File: src/hdl/smcb_pkg.sv
// ----------------------------------------------------------------------------
// smcb_pkg
// Shared constants for the sensor min/max calibration and binarization block.
// ----------------------------------------------------------------------------
package smcb_pkg;

  // Default configuration of the block
  localparam int CHANNELS_DEF    = 8;
  localparam int SAMPLE_BITS_DEF = 10;

  // Fixed field widths on the item and result channels
  localparam int CHANNEL_W = 3;
  localparam int SAMPLE_W  = 10;
  localparam int THR_W     = 10;
  localparam int SPREAD_W  = 10;

  // Register port
  localparam int CFG_IDX_W  = 2;
  localparam int CFG_DATA_W = 10;

  localparam logic [CFG_IDX_W-1:0] REG_CALIBRATING = 2'd0;
  localparam logic [CFG_IDX_W-1:0] REG_MIN_SPREAD  = 2'd1;

  localparam logic                CALIBRATING_RST = 1'b1;
  localparam logic [SPREAD_W-1:0] MIN_SPREAD_RST  = 10'd200;

endpackage

File: src/hdl/smcb_if.sv
// ----------------------------------------------------------------------------
// smcb channel interfaces
// Valid/ready channels for sample items, result items and register writes.
// ----------------------------------------------------------------------------

interface smcb_item_if;
  logic                           valid;
  logic                           ready;
  logic [smcb_pkg::CHANNEL_W-1:0] channel;
  logic [smcb_pkg::SAMPLE_W-1:0]  sample;

  modport source (output valid, output channel, output sample, input ready);
  modport sink   (input valid, input channel, input sample, output ready);
endinterface

interface smcb_result_if;
  logic                       valid;
  logic                       ready;
  logic                       line_bit;
  logic [smcb_pkg::THR_W-1:0] threshold_now;
  logic                       all_calibrated;

  modport source (output valid, output line_bit, output threshold_now,
                  output all_calibrated, input ready);
  modport sink   (input valid, input line_bit, input threshold_now,
                  input all_calibrated, output ready);
endinterface

interface smcb_cfg_if;
  logic                            valid;
  logic                            ready;
  logic [smcb_pkg::CFG_IDX_W-1:0]  index;
  logic [smcb_pkg::CFG_DATA_W-1:0] data;

  modport source (output valid, output index, output data, input ready);
  modport sink   (input valid, input index, input data, output ready);
endinterface

File: src/hdl/smcb_state_mem.sv
// ----------------------------------------------------------------------------
// smcb_state_mem
// Per-channel state memory with registered read, valid bits and write forwarding.
// ----------------------------------------------------------------------------
module smcb_state_mem #(
  parameter int             DEPTH      = smcb_pkg::CHANNELS_DEF,
  parameter int             AW         = 3,
  parameter int             W          = 30,
  parameter logic [W-1:0]   RESET_WORD = '0
) (
  input  logic          clk_i,
  input  logic          rst_ni,
  input  logic          rd_en_i,
  input  logic [AW-1:0] rd_addr_i,
  output logic [W-1:0]  rd_data_o,
  input  logic          wr_en_i,
  input  logic [AW-1:0] wr_addr_i,
  input  logic [W-1:0]  wr_data_i
);

  logic [W-1:0]     mem [DEPTH];
  logic [W-1:0]     rd_raw_q;
  logic [W-1:0]     fwd_data_q;
  logic [DEPTH-1:0] vld_q;
  logic             rd_vld_q;
  logic             fwd_hit_q;

  always_ff @(posedge clk_i) begin
    if (wr_en_i) begin
      mem[wr_addr_i] <= wr_data_i;
    end
    if (rd_en_i) begin
      rd_raw_q   <= mem[rd_addr_i];
      fwd_data_q <= wr_data_i;
    end
  end

  // Valid bits stand in for the reset value of every entry
  always_ff @(posedge clk_i or negedge rst_ni) begin
    if (!rst_ni) begin
      vld_q     <= '0;
      rd_vld_q  <= 1'b0;
      fwd_hit_q <= 1'b0;
    end else begin
      if (wr_en_i) begin
        vld_q[wr_addr_i] <= 1'b1;
      end
      if (rd_en_i) begin
        rd_vld_q  <= vld_q[rd_addr_i];
        fwd_hit_q <= wr_en_i && (wr_addr_i == rd_addr_i);
      end
    end
  end

  // A write to the same entry on the read edge wins over the stale array data
  assign rd_data_o = fwd_hit_q ? fwd_data_q :
                     rd_vld_q  ? rd_raw_q   : RESET_WORD;

endmodule

File: src/hdl/smcb_update.sv
// ----------------------------------------------------------------------------
// smcb_update
// Extreme tracking, spread check, midpoint threshold and binarization.
// ----------------------------------------------------------------------------
module smcb_update #(
  parameter int SB = smcb_pkg::SAMPLE_BITS_DEF
) (
  input  logic                          calibrating_i,
  input  logic [smcb_pkg::SPREAD_W-1:0] min_spread_i,
  input  logic [SB-1:0]                 sample_i,
  input  logic [3*SB-1:0]               entry_i,
  output logic [3*SB-1:0]               entry_o,
  output logic                          ready_set_o,
  output logic                          line_bit_o,
  output logic [SB-1:0]                 threshold_o
);

  localparam int CW = (SB > smcb_pkg::SPREAD_W) ? SB : smcb_pkg::SPREAD_W;

  logic [SB-1:0] lo, hi, thr;
  logic [SB-1:0] lo_n, hi_n, thr_n, mid;
  logic [SB:0]   sum;
  logic [CW-1:0] spread;
  logic          wide_enough;

  always_comb begin
    lo  = entry_i[SB-1:0];
    hi  = entry_i[2*SB-1:SB];
    thr = entry_i[3*SB-1:2*SB];

    lo_n = (sample_i < lo) ? sample_i : lo;
    hi_n = (sample_i > hi) ? sample_i : hi;

    spread      = CW'(hi_n - lo_n);
    wide_enough = (hi_n > lo_n) && (spread > CW'(min_spread_i));

    sum = {1'b0, hi_n} + {1'b0, lo_n};
    mid = sum[SB:1];

    ready_set_o = calibrating_i && wide_enough;
    thr_n       = ready_set_o ? mid : thr;

    // Hold the entry when not calibrating
    entry_o     = calibrating_i ? {thr_n, hi_n, lo_n} : entry_i;
    threshold_o = thr_n;
    line_bit_o  = sample_i > thr_n;
  end

endmodule

File: src/hdl/sensor_minmax_calibrate_binarize.sv
// ----------------------------------------------------------------------------
// sensor_minmax_calibrate_binarize
// Per-channel min/max calibration and threshold binarization of sensor samples.
// ----------------------------------------------------------------------------
// Each item carries one converter sample and its channel number and yields one
// result item: the line bit (sample above the channel threshold), the channel
// threshold after the update and a flag that every channel is calibrated.
// While calibrating is set, the lowest and highest sample per channel are
// tracked; once their spread exceeds min_spread the threshold moves to the
// midpoint and the channel is marked ready, a mark that stays set. Items are
// taken one per cycle while results drain: per-channel state lives in a memory
// read at the accept edge and written back at the edge where the item moves on
// to the result register, with the write forwarded to an item on the same
// channel read on that same edge. An item waits in stage 1 during its memory
// read, and a result register lets the next item be taken while a result still
// waits. There is no clearing pass: per-entry valid bits return the reset
// state. Items on channels at or above CHANNELS leave the state alone and
// return zero bit and threshold. The user must write registers (calibrating,
// min_spread) only while the block is idle; the block does not enforce this.
// ----------------------------------------------------------------------------
module sensor_minmax_calibrate_binarize #(
  parameter int CHANNELS    = smcb_pkg::CHANNELS_DEF,
  parameter int SAMPLE_BITS = smcb_pkg::SAMPLE_BITS_DEF
) (
  input  logic          clk_i,
  input  logic          rst_ni,
  smcb_cfg_if.sink      cfg_i,
  smcb_item_if.sink     item_i,
  smcb_result_if.source result_o
);

  localparam int SB  = SAMPLE_BITS;
  localparam int AW  = (CHANNELS > 1) ? $clog2(CHANNELS) : 1;
  localparam int CHW = smcb_pkg::CHANNEL_W + 2;

  // Entry layout is {threshold, highest, lowest}
  localparam logic [SB-1:0]   LO_RST     = {SB{1'b1}};
  localparam logic [SB-1:0]   HI_RST     = '0;
  localparam logic [SB-1:0]   THR_RST    = SB'(1) << (SB - 1);
  localparam logic [3*SB-1:0] ENTRY_RST  = {THR_RST, HI_RST, LO_RST};
  localparam logic [CHW-1:0]  CH_LIMIT   = CHW'(CHANNELS);

  // Registers
  logic                          calibrating_q;
  logic [smcb_pkg::SPREAD_W-1:0] min_spread_q;

  // Stage 1: item whose memory read is in flight
  logic          s1_vld_q;
  logic          s1_inr_q;
  logic [AW-1:0] s1_addr_q;
  logic [SB-1:0] s1_sample_q;

  // Result register
  logic                       out_vld_q;
  logic                       line_q;
  logic [smcb_pkg::THR_W-1:0] thr_q;
  logic                       allc_q;

  logic [CHANNELS-1:0] ready_q, ready_d;

  logic          accept, advance, s1_fire, in_range;
  logic [AW-1:0] in_addr;
  logic [SB-1:0] in_sample;
  logic          wr_en;

  logic [3*SB-1:0] rd_entry, new_entry;
  logic            ready_set, upd_line;
  logic [SB-1:0]   upd_thr;

  // ------------------------------------------------------------------
  // Register port
  // ------------------------------------------------------------------
  assign cfg_i.ready = 1'b1;

  always_ff @(posedge clk_i or negedge rst_ni) begin
    if (!rst_ni) begin
      calibrating_q <= smcb_pkg::CALIBRATING_RST;
      min_spread_q  <= smcb_pkg::MIN_SPREAD_RST;
    end else if (cfg_i.valid) begin
      case (cfg_i.index)
        smcb_pkg::REG_CALIBRATING: calibrating_q <= cfg_i.data[0];
        smcb_pkg::REG_MIN_SPREAD:  min_spread_q  <= cfg_i.data;
        default: ;
      endcase
    end
  end

  // ------------------------------------------------------------------
  // Handshake: stage 1 moves whenever the result register is free or drains
  // ------------------------------------------------------------------
  assign advance      = !out_vld_q || result_o.ready;
  assign item_i.ready = !s1_vld_q || advance;
  assign accept       = item_i.valid && item_i.ready;
  assign s1_fire      = s1_vld_q && advance;

  assign in_range  = CHW'(item_i.channel) < CH_LIMIT;
  assign in_addr   = AW'(item_i.channel);
  assign in_sample = SB'(item_i.sample);

  // ------------------------------------------------------------------
  // State memory: read on accept, write back as the item leaves stage 1
  // ------------------------------------------------------------------
  assign wr_en = s1_fire && s1_inr_q && calibrating_q;

  smcb_state_mem #(
    .DEPTH      (CHANNELS),
    .AW         (AW),
    .W          (3 * SB),
    .RESET_WORD (ENTRY_RST)
  ) u_state_mem (
    .clk_i     (clk_i),
    .rst_ni    (rst_ni),
    .rd_en_i   (accept && in_range),
    .rd_addr_i (in_addr),
    .rd_data_o (rd_entry),
    .wr_en_i   (wr_en),
    .wr_addr_i (s1_addr_q),
    .wr_data_i (new_entry)
  );

  smcb_update #(
    .SB (SB)
  ) u_update (
    .calibrating_i (calibrating_q),
    .min_spread_i  (min_spread_q),
    .sample_i      (s1_sample_q),
    .entry_i       (rd_entry),
    .entry_o       (new_entry),
    .ready_set_o   (ready_set),
    .line_bit_o    (upd_line),
    .threshold_o   (upd_thr)
  );

  // Ready marks only ever set
  always_comb begin
    ready_d = ready_q;
    if (s1_fire && s1_inr_q && ready_set) begin
      ready_d[s1_addr_q] = 1'b1;
    end
  end

  always_ff @(posedge clk_i or negedge rst_ni) begin
    if (!rst_ni) begin
      s1_vld_q  <= 1'b0;
      out_vld_q <= 1'b0;
      ready_q   <= '0;
    end else begin
      ready_q <= ready_d;
      if (item_i.ready) begin
        s1_vld_q <= item_i.valid;
      end
      if (advance) begin
        out_vld_q <= s1_vld_q;
      end
    end
  end

  // Stage 1 payload
  always_ff @(posedge clk_i) begin
    if (accept) begin
      s1_inr_q    <= in_range;
      s1_addr_q   <= in_addr;
      s1_sample_q <= in_sample;
    end
  end

  // Result payload; out-of-range channels report zero bit and threshold
  always_ff @(posedge clk_i) begin
    if (s1_fire) begin
      line_q <= s1_inr_q && upd_line;
      thr_q  <= s1_inr_q ? smcb_pkg::THR_W'(upd_thr) : '0;
      allc_q <= &ready_d;
    end
  end

  assign result_o.valid          = out_vld_q;
  assign result_o.line_bit       = line_q;
  assign result_o.threshold_now  = thr_q;
  assign result_o.all_calibrated = allc_q;

endmodule
File: src/flat_wrapper.sv
// flat-port wrapper written by rule: the top's interface ports become plain ports
module sensor_minmax_calibrate_binarize_flat 
#(
  parameter int CHANNELS    = smcb_pkg::CHANNELS_DEF,
  parameter int SAMPLE_BITS = smcb_pkg::SAMPLE_BITS_DEF
)
  (clk_i, rst_ni, cfg_i_valid, cfg_i_index, cfg_i_data, cfg_i_ready, item_i_valid, item_i_channel, item_i_sample, item_i_ready, result_o_valid, result_o_line_bit, result_o_threshold_now, result_o_all_calibrated, result_o_ready);
  smcb_cfg_if cfg_i_i ();
  smcb_item_if item_i_i ();
  smcb_result_if result_o_i ();
  input  logic clk_i;
  input  logic rst_ni;
  input wire logic [$bits(cfg_i_i.valid)-1:0] cfg_i_valid;
  input wire logic [$bits(cfg_i_i.index)-1:0] cfg_i_index;
  input wire logic [$bits(cfg_i_i.data)-1:0] cfg_i_data;
  output wire logic [$bits(cfg_i_i.ready)-1:0] cfg_i_ready;
  input wire logic [$bits(item_i_i.valid)-1:0] item_i_valid;
  input wire logic [$bits(item_i_i.channel)-1:0] item_i_channel;
  input wire logic [$bits(item_i_i.sample)-1:0] item_i_sample;
  output wire logic [$bits(item_i_i.ready)-1:0] item_i_ready;
  output wire logic [$bits(result_o_i.valid)-1:0] result_o_valid;
  output wire logic [$bits(result_o_i.line_bit)-1:0] result_o_line_bit;
  output wire logic [$bits(result_o_i.threshold_now)-1:0] result_o_threshold_now;
  output wire logic [$bits(result_o_i.all_calibrated)-1:0] result_o_all_calibrated;
  input wire logic [$bits(result_o_i.ready)-1:0] result_o_ready;
  assign cfg_i_i.valid = cfg_i_valid;
  assign cfg_i_i.index = cfg_i_index;
  assign cfg_i_i.data = cfg_i_data;
  assign cfg_i_ready = cfg_i_i.ready;
  assign item_i_i.valid = item_i_valid;
  assign item_i_i.channel = item_i_channel;
  assign item_i_i.sample = item_i_sample;
  assign item_i_ready = item_i_i.ready;
  assign result_o_valid = result_o_i.valid;
  assign result_o_line_bit = result_o_i.line_bit;
  assign result_o_threshold_now = result_o_i.threshold_now;
  assign result_o_all_calibrated = result_o_i.all_calibrated;
  assign result_o_i.ready = result_o_ready;
  sensor_minmax_calibrate_binarize #(.CHANNELS(CHANNELS), .SAMPLE_BITS(SAMPLE_BITS)) u_core (.clk_i(clk_i), .rst_ni(rst_ni), .cfg_i(cfg_i_i), .item_i(item_i_i), .result_o(result_o_i));
endmodule
File: config.mk
export PLATFORM = sky130hd
export DESIGN_NAME = sensor_minmax_calibrate_binarize_flat
export DESIGN_NICKNAME = d
export VERILOG_FILES = /design/src/hdl/smcb_pkg.sv /design/src/hdl/smcb_if.sv /design/src/hdl/smcb_state_mem.sv /design/src/hdl/smcb_update.sv /design/src/hdl/sensor_minmax_calibrate_binarize.sv /design/src/flat_wrapper.sv
export SDC_FILE = /design/constraint.sdc
export NUM_CORES = 1
export LEC_CHECK = 0
export BUFFER_PORTS_ARGS = -buffer_cell sky130_fd_sc_hd__clkbuf_2
export CAP_MARGIN = 20
export CORE_AREA = 2 2 179 312
export CTS_BUF_LIST = sky130_fd_sc_hd__clkbuf_8
export CTS_CLUSTER_DIAMETER = 100
export CTS_CLUSTER_SIZE = 8
export DETAILED_ROUTE_END_ITERATION = 10
export DIE_AREA = 0 0 181 314
export MAX_ROUTING_LAYER = met4
export PLACE_DENSITY_LB_ADDON = 0.12
export SLEW_MARGIN = 10
export SYNTH_ARGS = -nofsm -noshare
export SYNTH_HDL_FRONTEND = slang
export SYNTH_HIERARCHICAL = 1
export SYNTH_SLANG_ARGS = --single-unit
export TNS_END_PERCENT = 100
File: constraint.sdc
create_clock -name clk_i -period 7.29 [get_ports clk_i]
set_input_delay 0.729 -clock clk_i [delete_from_list [all_inputs] [get_ports clk_i]]
set_output_delay 0.729 -clock clk_i [all_outputs]
set_load 0.1 [all_outputs]
; Yosys cells after proc, flatten, opt, wreduce, memory -nomap -nowiden
; Memory sizes are Yosys's and may differ from the RTL's. A register that Yosys moved wholly into a read port is not among the register bits.
; Index checks and enable logic that the tools add are counted.
[totals]
regBits = 86
ram_bits = 240
inputBits = 30
output_inout_bits = 15
word_cells = 58
memories = 1
[memory_table]
columns = name, depth, word_bits, read_ports, rd_ports_with_merged_regs, wr, line_no
row1 = u_core.u_state_mem.mem, 8, 30, 1, 1, 1, smcb_state_mem.sv:21  ; logic [W-1:0] mem [DEPTH];
[classes]
addsub = 2
order_cmp = 8
eq_ne = 2
mux = 13
bitwise = 2
reduce_logical = 16
[ops]
columns = cell, count
row1 = $mux W30, 3
row2 = $gt A10 B10 Y1, 4
row3 = $mux W10, 3
row4 = $or A8 B8 Y8, 2
row5 = $add A10 B10 Y11, 1
row6 = $lt A10 B10 Y1, 1
row7 = $sub A10 B10 Y10, 1
row8 = $logic_and A1 B1 Y1, 8
row9 = $lt A3 B4 Y1 const B, 2
row10 = $mux W8, 1
row11 = $reduce_and A8 Y1, 1
row12 = $mux W1, 4
row13 = $reduce_and A2 Y1, 2
row14 = $bmux W1 S3, 1
row15 = $demux W1 S3, 1
row16 = $eq A3 B3 Y1, 1
row17 = $ge A3 B1 Y1 const B, 1
row18 = $eq A2 B1 Y1 const B, 1
row19 = $logic_not A1 Y1, 2
row20 = $logic_not A2 Y1, 1
row21 = $logic_or A1 B1 Y1, 2

; Logic depth before layout (Yosys ltp)
; Gate-level depths: netlist of run 1.
[depth]
word_depth = 11
mapped_depth = 35
ltp_nobuf = 32

; Cells and area by module
; The synthesis of run 1 kept the hierarchy.
[by_module_without_submodules]
columns = mod, n_inst, cells_per_inst, area_per_inst_um2
row1 = smcb_state_mem, 1, 491, 11676.2
row2 = smcb_update, 1, 331, 2791.4
row3 = sensor_minmax_calibrate_binarize, 1, 93, 1684.1

; Least setup slack after synthesis of run 1
; Ideal clock, no wire load.
[synth_path]
path_type = reg2reg
startpoint = register u_core.u_state_mem.fwd_hit_q
endpoint = register u_core.line_q (netlist: u_core/result_o.line_bit), data pin
setup_ps = 264
t_arrival_ps = 6429
required_ps = 7026
setup_slack_ps = 597
stages_incl_launch_ff = 34
path_cell_list = dfrtp_1 > inv_1 > nand2_1 > clkbuf_1 > o22a_1 > inv_1 > ha_1 > a21o_1 > o311a_1 > a211o_1 > a21oi_4 > mux2_2 > ha_1 > fa_1 > nor2b_1 > o31a_1 > o21ai_0 > nand2b_1 > a31oi_1 > xnor2_1 > ha_1 > a21o_1 > a21oi_1 > o21ai_0 > o2111ai_1 > buf_2 > mux2i_1 > ha_1 > nor2b_1 > o21a_1 > o21a_1 > o21ai_0 > a211o_1 > a21oi_1
[synth_between]
elab_chain_cells = 9
[synth_lines]
columns = item, line_no
row1 = start: declaration, smcb_state_mem.sv:26  ; logic fwd_hit_q;
row2 = start signal: assignment, smcb_state_mem.sv:50  ; fwd_hit_q <= wr_en_i && (wr_addr_i == rd_addr_i);
row3 = $mux W30 (*), smcb_state_mem.sv:56  ; assign rd_data_o = fwd_hit_q ? fwd_data_q :
row4 = named net u_core.rd_entry[7], sensor_minmax_calibrate_binarize.sv:66  ; logic [3*SB-1:0] rd_entry, new_entry;
row5 = $lt A10 B10 Y1, smcb_update.sv:31  ; lo_n = (sample_i < lo) ? sample_i : lo;
row6 = $mux W10 (*), smcb_update.sv:31
row7 = $sub A10 B10 Y10, smcb_update.sv:34  ; spread = CW'(hi_n - lo_n);
row8 = $gt A10 B10 Y1, smcb_update.sv:35  ; wide_enough = (hi_n > lo_n) && (spread > CW'(min_spread_i));
row9 = $logic_and A1 B1 Y1, smcb_update.sv:35
row10 = $logic_and A1 B1 Y1, smcb_update.sv:40  ; ready_set_o = calibrating_i && wide_enough;
row11 = $mux W10 (*), smcb_update.sv:41  ; thr_n = ready_set_o ? mid : thr;
row12 = $gt A10 B10 Y1 (*), smcb_update.sv:46  ; line_bit_o = sample_i > thr_n;
row13 = named net u_core.upd_line, sensor_minmax_calibrate_binarize.sv:67  ; logic ready_set, upd_line;
row14 = end signal: assignment, sensor_minmax_calibrate_binarize.sv:170  ; line_q <= s1_inr_q && upd_line;
row15 = end: declaration, sensor_minmax_calibrate_binarize.sv:55  ; logic line_q;
; The timed path passes the listed nets; every way through them passes the cells marked *.
; A chain may end at the register's enable or synchronous reset.

; Worst setup path in the final report of run 1
; Same ends and word-level chain as after synthesis.

==> run summary, run 1 <==
result of the run - completed
Hold Fails Final Rpt - 0
total core area - 54300 µm²
vias post-DR - 8466
count of buffers from port buffering - 43
nets - 1113
TritonRoute pass-1 iters - 4
height of the die - 314 µm
DRC marker count from the first detailed-route iteration - 396
top cell type by total area after synthesis - edfxtp_1
clk sinks - 356
CTS tree - yes
mapped cell area - 16200 µm²
dominant cell type by count on the critical path - ha_1
primary flip-flop cell chosen by synthesis mapping - edfxtp_1
critical path start-end classification - reg2reg
critical path startpoint category - flip-flop
Finished Core Util - 33.6%
FP Rows - 113
setup repair after global routing missed its margin - no
final critical path time including I/O delays and setup - 6.90 ns
root buf cell - clkbuf_8
average detailed-routed wire length per instance - 24.6 µm
Slew @ Worst Pin - 1.05 ns
filler instances - 5282
routed via count divided by cell count - 4.89
post-route clock skew - 0.0247 ns
most used cells in the layout excluding fill and tap cells - 325 x edfxtp_1, 98 x mux2_2, 59 x inv_1, 59 x ha_1, 51 x clkbuf_8
die footprint - 56800 µm²
static power due to leakage - 6.70 nW
overall die width - 181 µm
post-route insts no fill - 1733
Seq/Total Area, Yosys - 65.3%
H-tree lvl count - 2
buffer depth of the longest clock path - 3
setup TNS - 0 ns
number of max-capacitance violations reported - 0
number of flops mapped to enable cells by yosys - 325
Yosys cell types - 74
Max stage delay on crit path - 0.50 ns
residual antenna-violating net count after detailed routing - 0
number of warnings issued by yosys - 6
routability congestion estimate - 0.845
maximum clock frequency - 145 MHz
synthesized net count - 1006
insertion delay to the later sink of the worst-skew pair - 0.63 ns
area of the multi-input gates - 5290 µm²
worst r2r dst - u_core/result_o.line_bit$_DFFE_PN_
io pins - 45
DRC violation count after routing - 0
crit path capture type - flip-flop
final slew viol count - 0
Starting Density - 29.7%
number of buffers added by the clock tree synthesis step - 50
area overhead of the layout relative to synthesis - 13.1%
worst hold slack - 0.211 ns
Reg area - 10500 µm²
area fraction of the dominant cell type after synthesis - 60.4%
pin count of the biggest net entering global routing - 64
ranking of synthesized cells by area - edfxtp_1 60%, mux2_2 6.8%, mux4_2 6.4%, ha_1 4.6%, dfrtp_1 4.2%
Slew HR - 29.7%
most common cell after layout, fill and taps aside - edfxtp_1
DP Wirelength - 26900 µm
post-detailed-routing wire length - 42700 µm
Crit path max-delay family - compound AO/OA/AOI/OAI gates
fraction of layout cells with a size suffix above 1 - 32.2%
peak ir drop on the vdd network - 107 µV
Worst Path Max Fanout - 28
via count of the first global-routing pass - 9219
post-synthesis average cell area - 17.7 µm²
Tightest Hold Check Type - in2async
crit share post-route - 94.7%
total gr overflow - 0
final setup fails - 0
GRT Overall Usage - 15.6%
clock-pin slew on the worst setup and hold paths - 0.08 ns
P per Cell Area - 331 nW/µm²
post-synthesis sequential element count - 356
Placed Instances - 1658
WP data required - 7.66 ns
FF-to-FF setup slack - 0.39 ns
worst reg2reg path startpoint - u_core/u_state_mem/fwd_hit_q$_DFFE_PN0P_
synthesized instance count - 915
proportion of synthesized flip-flops having asynchronous set or reset - 8.71%
buffers and inverters on the worst path - 4
first-pass GRT wire length - 62500 µm
critical path arrival - 7.27 ns
initial antenna violation count - 1
crit path max-delay cell type - dfrtp_2
cell count of the worst reg-to-reg path - 30
==> worst register-to-register path, delay by kind of cell (launching register included) <==
family / cells / cell delay (ns)
xor gates and xnor gates: 1 / 0.15
DFF: 1 / 0.50
adders and majority gates: 5 / 1.59
AOI/OAI and AO/OA: 15 / 2.78
muxes: 2 / 0.55
buffers and inverters: 4 / 0.65
and+or+nand+nor: 3 / 0.44
==> state kept, by name (all words and copies together), names as in the netlist, 3 cells and up <==
name,cells
u_core/min_spread_q,10
u_core/ready_q,8
u_core/result_o.threshold_now,10
u_core/s1_addr_q,3
u_core/s1_sample_q,10
u_core/u_state_mem/fwd_data_q,30
u_core/u_state_mem/mem,240
u_core/u_state_mem/rd_raw_q,30
u_core/u_state_mem/vld_q,8
==> routing by layer <==
layer | up-vias | track usage, % | wire length (µm)
met5 | - | - | 0
met4 | 0 | 4.92 | 1090
met3 | 60 | 2.01 | 1380
met2 | 153 | 29.6 | 23700
met1 | 4409 | 16.9 | 16500
li1 | 3844 | - | -
==> layout make-up <==
class	count	share of cell area (%)
multi-input combinational	479	28.9
antenna	1	0.0137
tap	690	4.73
sequential	356	57.7
inverter	42	0.863
timing repair buffer	93	3.29
clock inverter	21	0.637
clock buffer	51	3.84
==> kinds of logic (layout without fill, tap and decap cells) <==
family / Yosys count / count (layout) / share of synthesized area [%]
mux: 188 / 188 / 17.5
fa+ha+maj: 61 / 61 / 4.82
compound gates: 111 / 111 / 5.45
xor+xnor: 16 / 16 / 0.868
other cells: 1 / 2 / 0.0232
flops: 356 / 356 / 65.3
simple gates: 102 / 102 / 3.50
buf+inv: 80 / 207 / 2.57
==> synthesized netlist by cell type, types with 7 or more instances <==
cell,instances
mux4_2,46
nor2b_1,7
ha_1,59
a21o_1,13
or2_2,9
xor2_1,9
xnor2_1,7
o21ai_0,10
mux2i_1,28
a21oi_1,14
buf_2,9
inv_1,41
o22a_1,11
nand2_1,15
mux4_1,15
dfrtp_1,27
edfxtp_1,325
nand2b_1,10
nor2_1,23
a22o_1,19
clkbuf_1,18
mux2_2,98
==> repair_timing <==
| item | in CTS | in global routing |
|---|---|---|
| setup endpoints to repair | 1 | 11 |
| pin swaps | 0 | 1 |
| setup buffers | 0 | 2 |
| hold buffers | 0 | 0 |
| gates resized for setup | 1 | 7 |
==> power breakdown <==
group          internal [mW]  total [mW]  switching, mW
Clock                  0.671        1.42          0.744
Combinational          0.754        1.97           1.21
Sequential              2.59        2.66         0.0682
==> stage by stage <==
| step | instance area, µm² | setup slack, ns | total power, mW |
|---|---|---|---|
| after floorplan | 16200 | 0.597 | 4.06 |
| after global placement | 17400 | 0.130 | 4.68 |
| after detailed placement | 17400 | -0.0302 | 4.68 |
| after CTS | 18200 | 0.0284 | 6.15 |
| after global routing | 18300 | 0.0264 | 6.39 |
| final | 18300 | 0.389 | 6.04 |
==> worst max path at each step <==
stage / from / end / cells after the start
CTS: u_core/u_state_mem/fwd_hit_q$_DFFE_PN0P_ / u_core/result_o.line_bit$_DFFE_PN_ / 31
detailed placement: u_core/u_state_mem/fwd_hit_q$_DFFE_PN0P_ / u_core/result_o.line_bit$_DFFE_PN_ / 31
finish: u_core/u_state_mem/fwd_hit_q$_DFFE_PN0P_ / u_core/result_o.line_bit$_DFFE_PN_ / 30
global route: u_core/u_state_mem/fwd_hit_q$_DFFE_PN0P_ / u_core/result_o.line_bit$_DFFE_PN_ / 31
global placement: u_core/u_state_mem/fwd_hit_q$_DFFE_PN0P_ / u_core/result_o.line_bit$_DFFE_PN_ / 31
floorplan: u_core/u_state_mem/fwd_hit_q$_DFFE_PN0P_ / u_core/result_o.line_bit$_DFFE_PN_ / 33
(Power assumes the default switching activity.)
==> run 2: changes to the inputs <==
--- a/config.mk
+++ b/config.mk
@@ -5,14 +5,14 @@
 export SDC_FILE = /design/constraint.sdc
 export NUM_CORES = 1
 export LEC_CHECK = 0
+export ABC_AREA = 1
 export BUFFER_PORTS_ARGS = -buffer_cell sky130_fd_sc_hd__clkbuf_2
-export CAP_MARGIN = 20
-export CORE_AREA = 2 2 179 312
+export CORE_AREA = 2 2 182 317
 export CTS_BUF_LIST = sky130_fd_sc_hd__clkbuf_8
 export CTS_CLUSTER_DIAMETER = 100
 export CTS_CLUSTER_SIZE = 8
 export DETAILED_ROUTE_END_ITERATION = 10
-export DIE_AREA = 0 0 181 314
+export DIE_AREA = 0 0 184 319
 export MAX_ROUTING_LAYER = met4
 export PLACE_DENSITY_LB_ADDON = 0.12
 export SLEW_MARGIN = 10
==> constraint.sdc (replaced) <==
create_clock -name clk_i -period 6.03 [get_ports clk_i]
set_input_delay 0.603 -clock clk_i [delete_from_list [all_inputs] [get_ports clk_i]]
set_output_delay 0.603 -clock clk_i [all_outputs]
set_load 0.1 [all_outputs]
==> run 2 against run 1 <==
Net effect: first-iteration DRC count is 79% higher; critical path depth grew 5; global-route usage rose by 0.78 points; critical path type unchanged; register-to-register slack better by 0.05 ns; non-clock buffer count is 4 lower; die area is 3.3% higher; clock power is 20% higher; sequential cell count unchanged.
==> run summary, run 2 <==
H-tree lvl count - 2
ranking of synthesized cells by area - edfxtp_1 59%, nand2_1 6.9%, nor2_1 4.8%, ha_1 4.4%, dfrtp_1 4.1%
critical path arrival - 5.98 ns
nets - 1709
result of the run - completed
register with the most flip-flops - u_core/u_state_mem/mem
number of warnings issued by yosys - 6
most common cell after layout, fill and taps aside - edfxtp_1
filler instances - 5730
Max stage delay on crit path - 0.43 ns
DRC marker count from the first detailed-route iteration - 708
post-synthesis sequential element count - 356
count of buffers from port buffering - 43
synthesized instance count - 1543
setup slack at placement - 0.0676 ns
post-detailed-routing wire length - 46800 µm
height of the die - 319 µm
routed via count divided by cell count - 4.77
root buf cell - clkbuf_8
die footprint - 58700 µm²
first-pass GRT wire length - 69600 µm
initial antenna violation count - 1
pin count of the biggest net entering global routing - 92
Slew HR - 30.1%
area fraction of the dominant cell type after synthesis - 58.6%
buffer depth of the longest clock path - 3
number of max-capacitance violations reported - 0
overall die width - 184 µm
clk sinks - 356
final slew viol count - 0
residual antenna-violating net count after detailed routing - 0
most used cells in the layout excluding fill and tap cells - 325 x edfxtp_1, 305 x nand2_1, 202 x nor2_1
Tightest Hold Check Type - in2async
max reg flops - 240
Crit path max-delay family - simple AND/OR/NAND/NOR gates
setup TNS - 0 ns
top cell type by total area after synthesis - edfxtp_1
primary flip-flop cell chosen by synthesis mapping - edfxtp_1
final critical path time including I/O delays and setup - 5.60 ns
maximum clock frequency - 179 MHz
fraction of layout cells with a size suffix above 1 - 12.6%
GRT Overall Usage - 16.4%
TritonRoute pass-1 iters - 5
start point of the critical path - u_core/u_state_mem/fwd_hit_q$_DFFE_PN0P_
Final Worst Setup Slack - 0.435 ns
FF-to-FF setup slack - 0.43 ns
peak ir drop on the vdd network - 163 µV
Seq/Total Area, Yosys - 63.3%
DP Wirelength - 30200 µm
critical path startpoint category - flip-flop
hold-fix buffers at CTS - 0
number of flops mapped to enable cells by yosys - 325
dominant cell type by count on the critical path - nand2_1
post-synthesis average cell area - 10.8 µm²
post-route clock skew - 0.0486 ns
io pins - 45
Worst Path Max Fanout - 11
proportion of synthesized flip-flops having asynchronous set or reset - 8.71%
critical path start-end classification - reg2reg
total gr overflow - 0
average detailed-routed wire length per instance - 20.0 µm
Levels on crit path - 35
Yosys cell types - 49
crit share post-route - 92.8%
final setup fails - 0
CTS tree - yes
static power due to leakage - 7.47 nW
registers with the highest flip-flop counts - u_core/u_state_mem/mem (240), u_core/u_state_mem/fwd_data_q (30), u_core/u_state_mem/rd_raw_q (30)
mapped cell area - 16700 µm²
area overhead of the layout relative to synthesis - 12.0%
buffers and inverters on the worst path - 7
Starting Density - 29.7%
Slew @ Worst Pin - 1.05 ns
WP data required - 6.42 ns
crit path max-delay cell type - ha_2
P per Cell Area - 389 nW/µm²
most used standard cell by instance count after synthesis - edfxtp_1
number of buffers added by the clock tree synthesis step - 50
FP Rows - 115
vias post-DR - 11200
Hold Fails Final Rpt - 0
routability congestion estimate - 0.911
list of most frequent post-synthesis cells - 325 x edfxtp_1, 307 x nand2_1, 215 x nor2_1
DRC violation count after routing - 0
cell count of the worst reg-to-reg path - 35
worst reg2reg path startpoint - u_core/u_state_mem/fwd_hit_q$_DFFE_PN0P_
synthesized net count - 1634
crit path capture type - flip-flop
insertion delay to the later sink of the worst-skew pair - 0.64 ns
via count of the first global-routing pass - 11500
total core area - 56100 µm²
clock-pin slew on the worst setup and hold paths - 0.09 ns
## run 2: changes by cell type after synthesis, sizes merged, moves of 11 or more
cell,delta
a21o,-13
buf,+20
inv,+94
mux2,-90
mux2i,-28
mux4,-61
nand2,+295
nand2b,-11
nand3,+62
nor2,+191
o21ai,+171
o22ai,+30
## run 2: final timing paths
kind / to
worst max-delay path: u_core/result_o.line_bit$_DFFE_PN_
worst min-delay path: u_core/u_state_mem/fwd_hit_q$_DFFE_PN0P_
worst max register to register: u_core/result_o.line_bit$_DFFE_PN_
worst min register to register: u_core/ready_q[6]$_DFF_PN0_
max in group asynchronous: u_core/u_state_mem/rd_vld_q$_DFFE_PN0P_
min in group clk_i: u_core/s1_sample_q[5]$_DFFE_PP_
## run 2: kinds of logic (layout without fill, tap and decap cells)
logic type               Yosys count  count (layout)  share of synthesized area [%]
AO/OA/AOI/OAI                    279             279                           9.66
XOR/XNOR                          13              13                          0.683
adder cells (fa/ha/maj)           61              61                           4.67
buffers and inverters            203             297                           5.67
flip-flops                       356             356                           63.3
multiplexers                       9               9                          0.789
other                              1               2                         0.0225
AND/OR/NAND/NOR                  621             622                           15.2
## run 2: report_power, final
group / switching, mW / internal (mW)
combinational: 1.70 / 0.660
sequential: 0.0720 / 3.13
clock: 0.892 / 0.806
total: 2.66 / 4.60
## run 2: final cells by class
class,count,area [µm²],share of cell area (%)
inverters,136,519,2.78
repair buffers,89,571,3.06
diodes,1,2.50,0.0134
clock inverters,21,109,0.583
clock buffers,51,702,3.76
multi-input cells,985,5340,28.6
well taps,702,878,4.71
flip-flops and latches,356,10500,56.5
## run 2: metrics by stage
stage	hold slack, ns	instance area [µm²]	total power [mW]	util [%]	cells
floorplan	0.307	16700	4.80	-	1543
global placement	0.430	17700	5.53	31.6	2264
detailed placement	0.432	17700	5.54	31.6	2264
CTS	0.0816	18500	7.29	33.0	2336
global route	0.129	18700	7.71	33.3	2341
finish	0.103	18700	7.26	33.3	2341
## run 2: worst register-to-register path: cells and delay by family (launching register included)
family	cells	cell delay, ns
AND/OR/NAND/NOR	17	1.70
adder cells (fa/ha/maj)	4	1.20
AO/OA/AOI/OAI	6	0.97
buffers and inverters	7	0.91
flip-flops	1	0.39
XOR/XNOR	1	0.16
## run 2: repair_timing
action,4_1_cts,5_1_grt
endpoints found under the setup margin,0,65
gates resized for setup,0,29
setup buffers,0,3
## run 2: routing by layer
metal	track usage (%)	routed length, µm	vias to the layer above	share of wire [%]
met4	6.88	1920	0	4.1
met2	29.7	24700	201	53
met3	1.82	1460	85	3.1
met1	18.1	18700	5429	40
li1	-	-	5450	-
met5	-	0	-	0
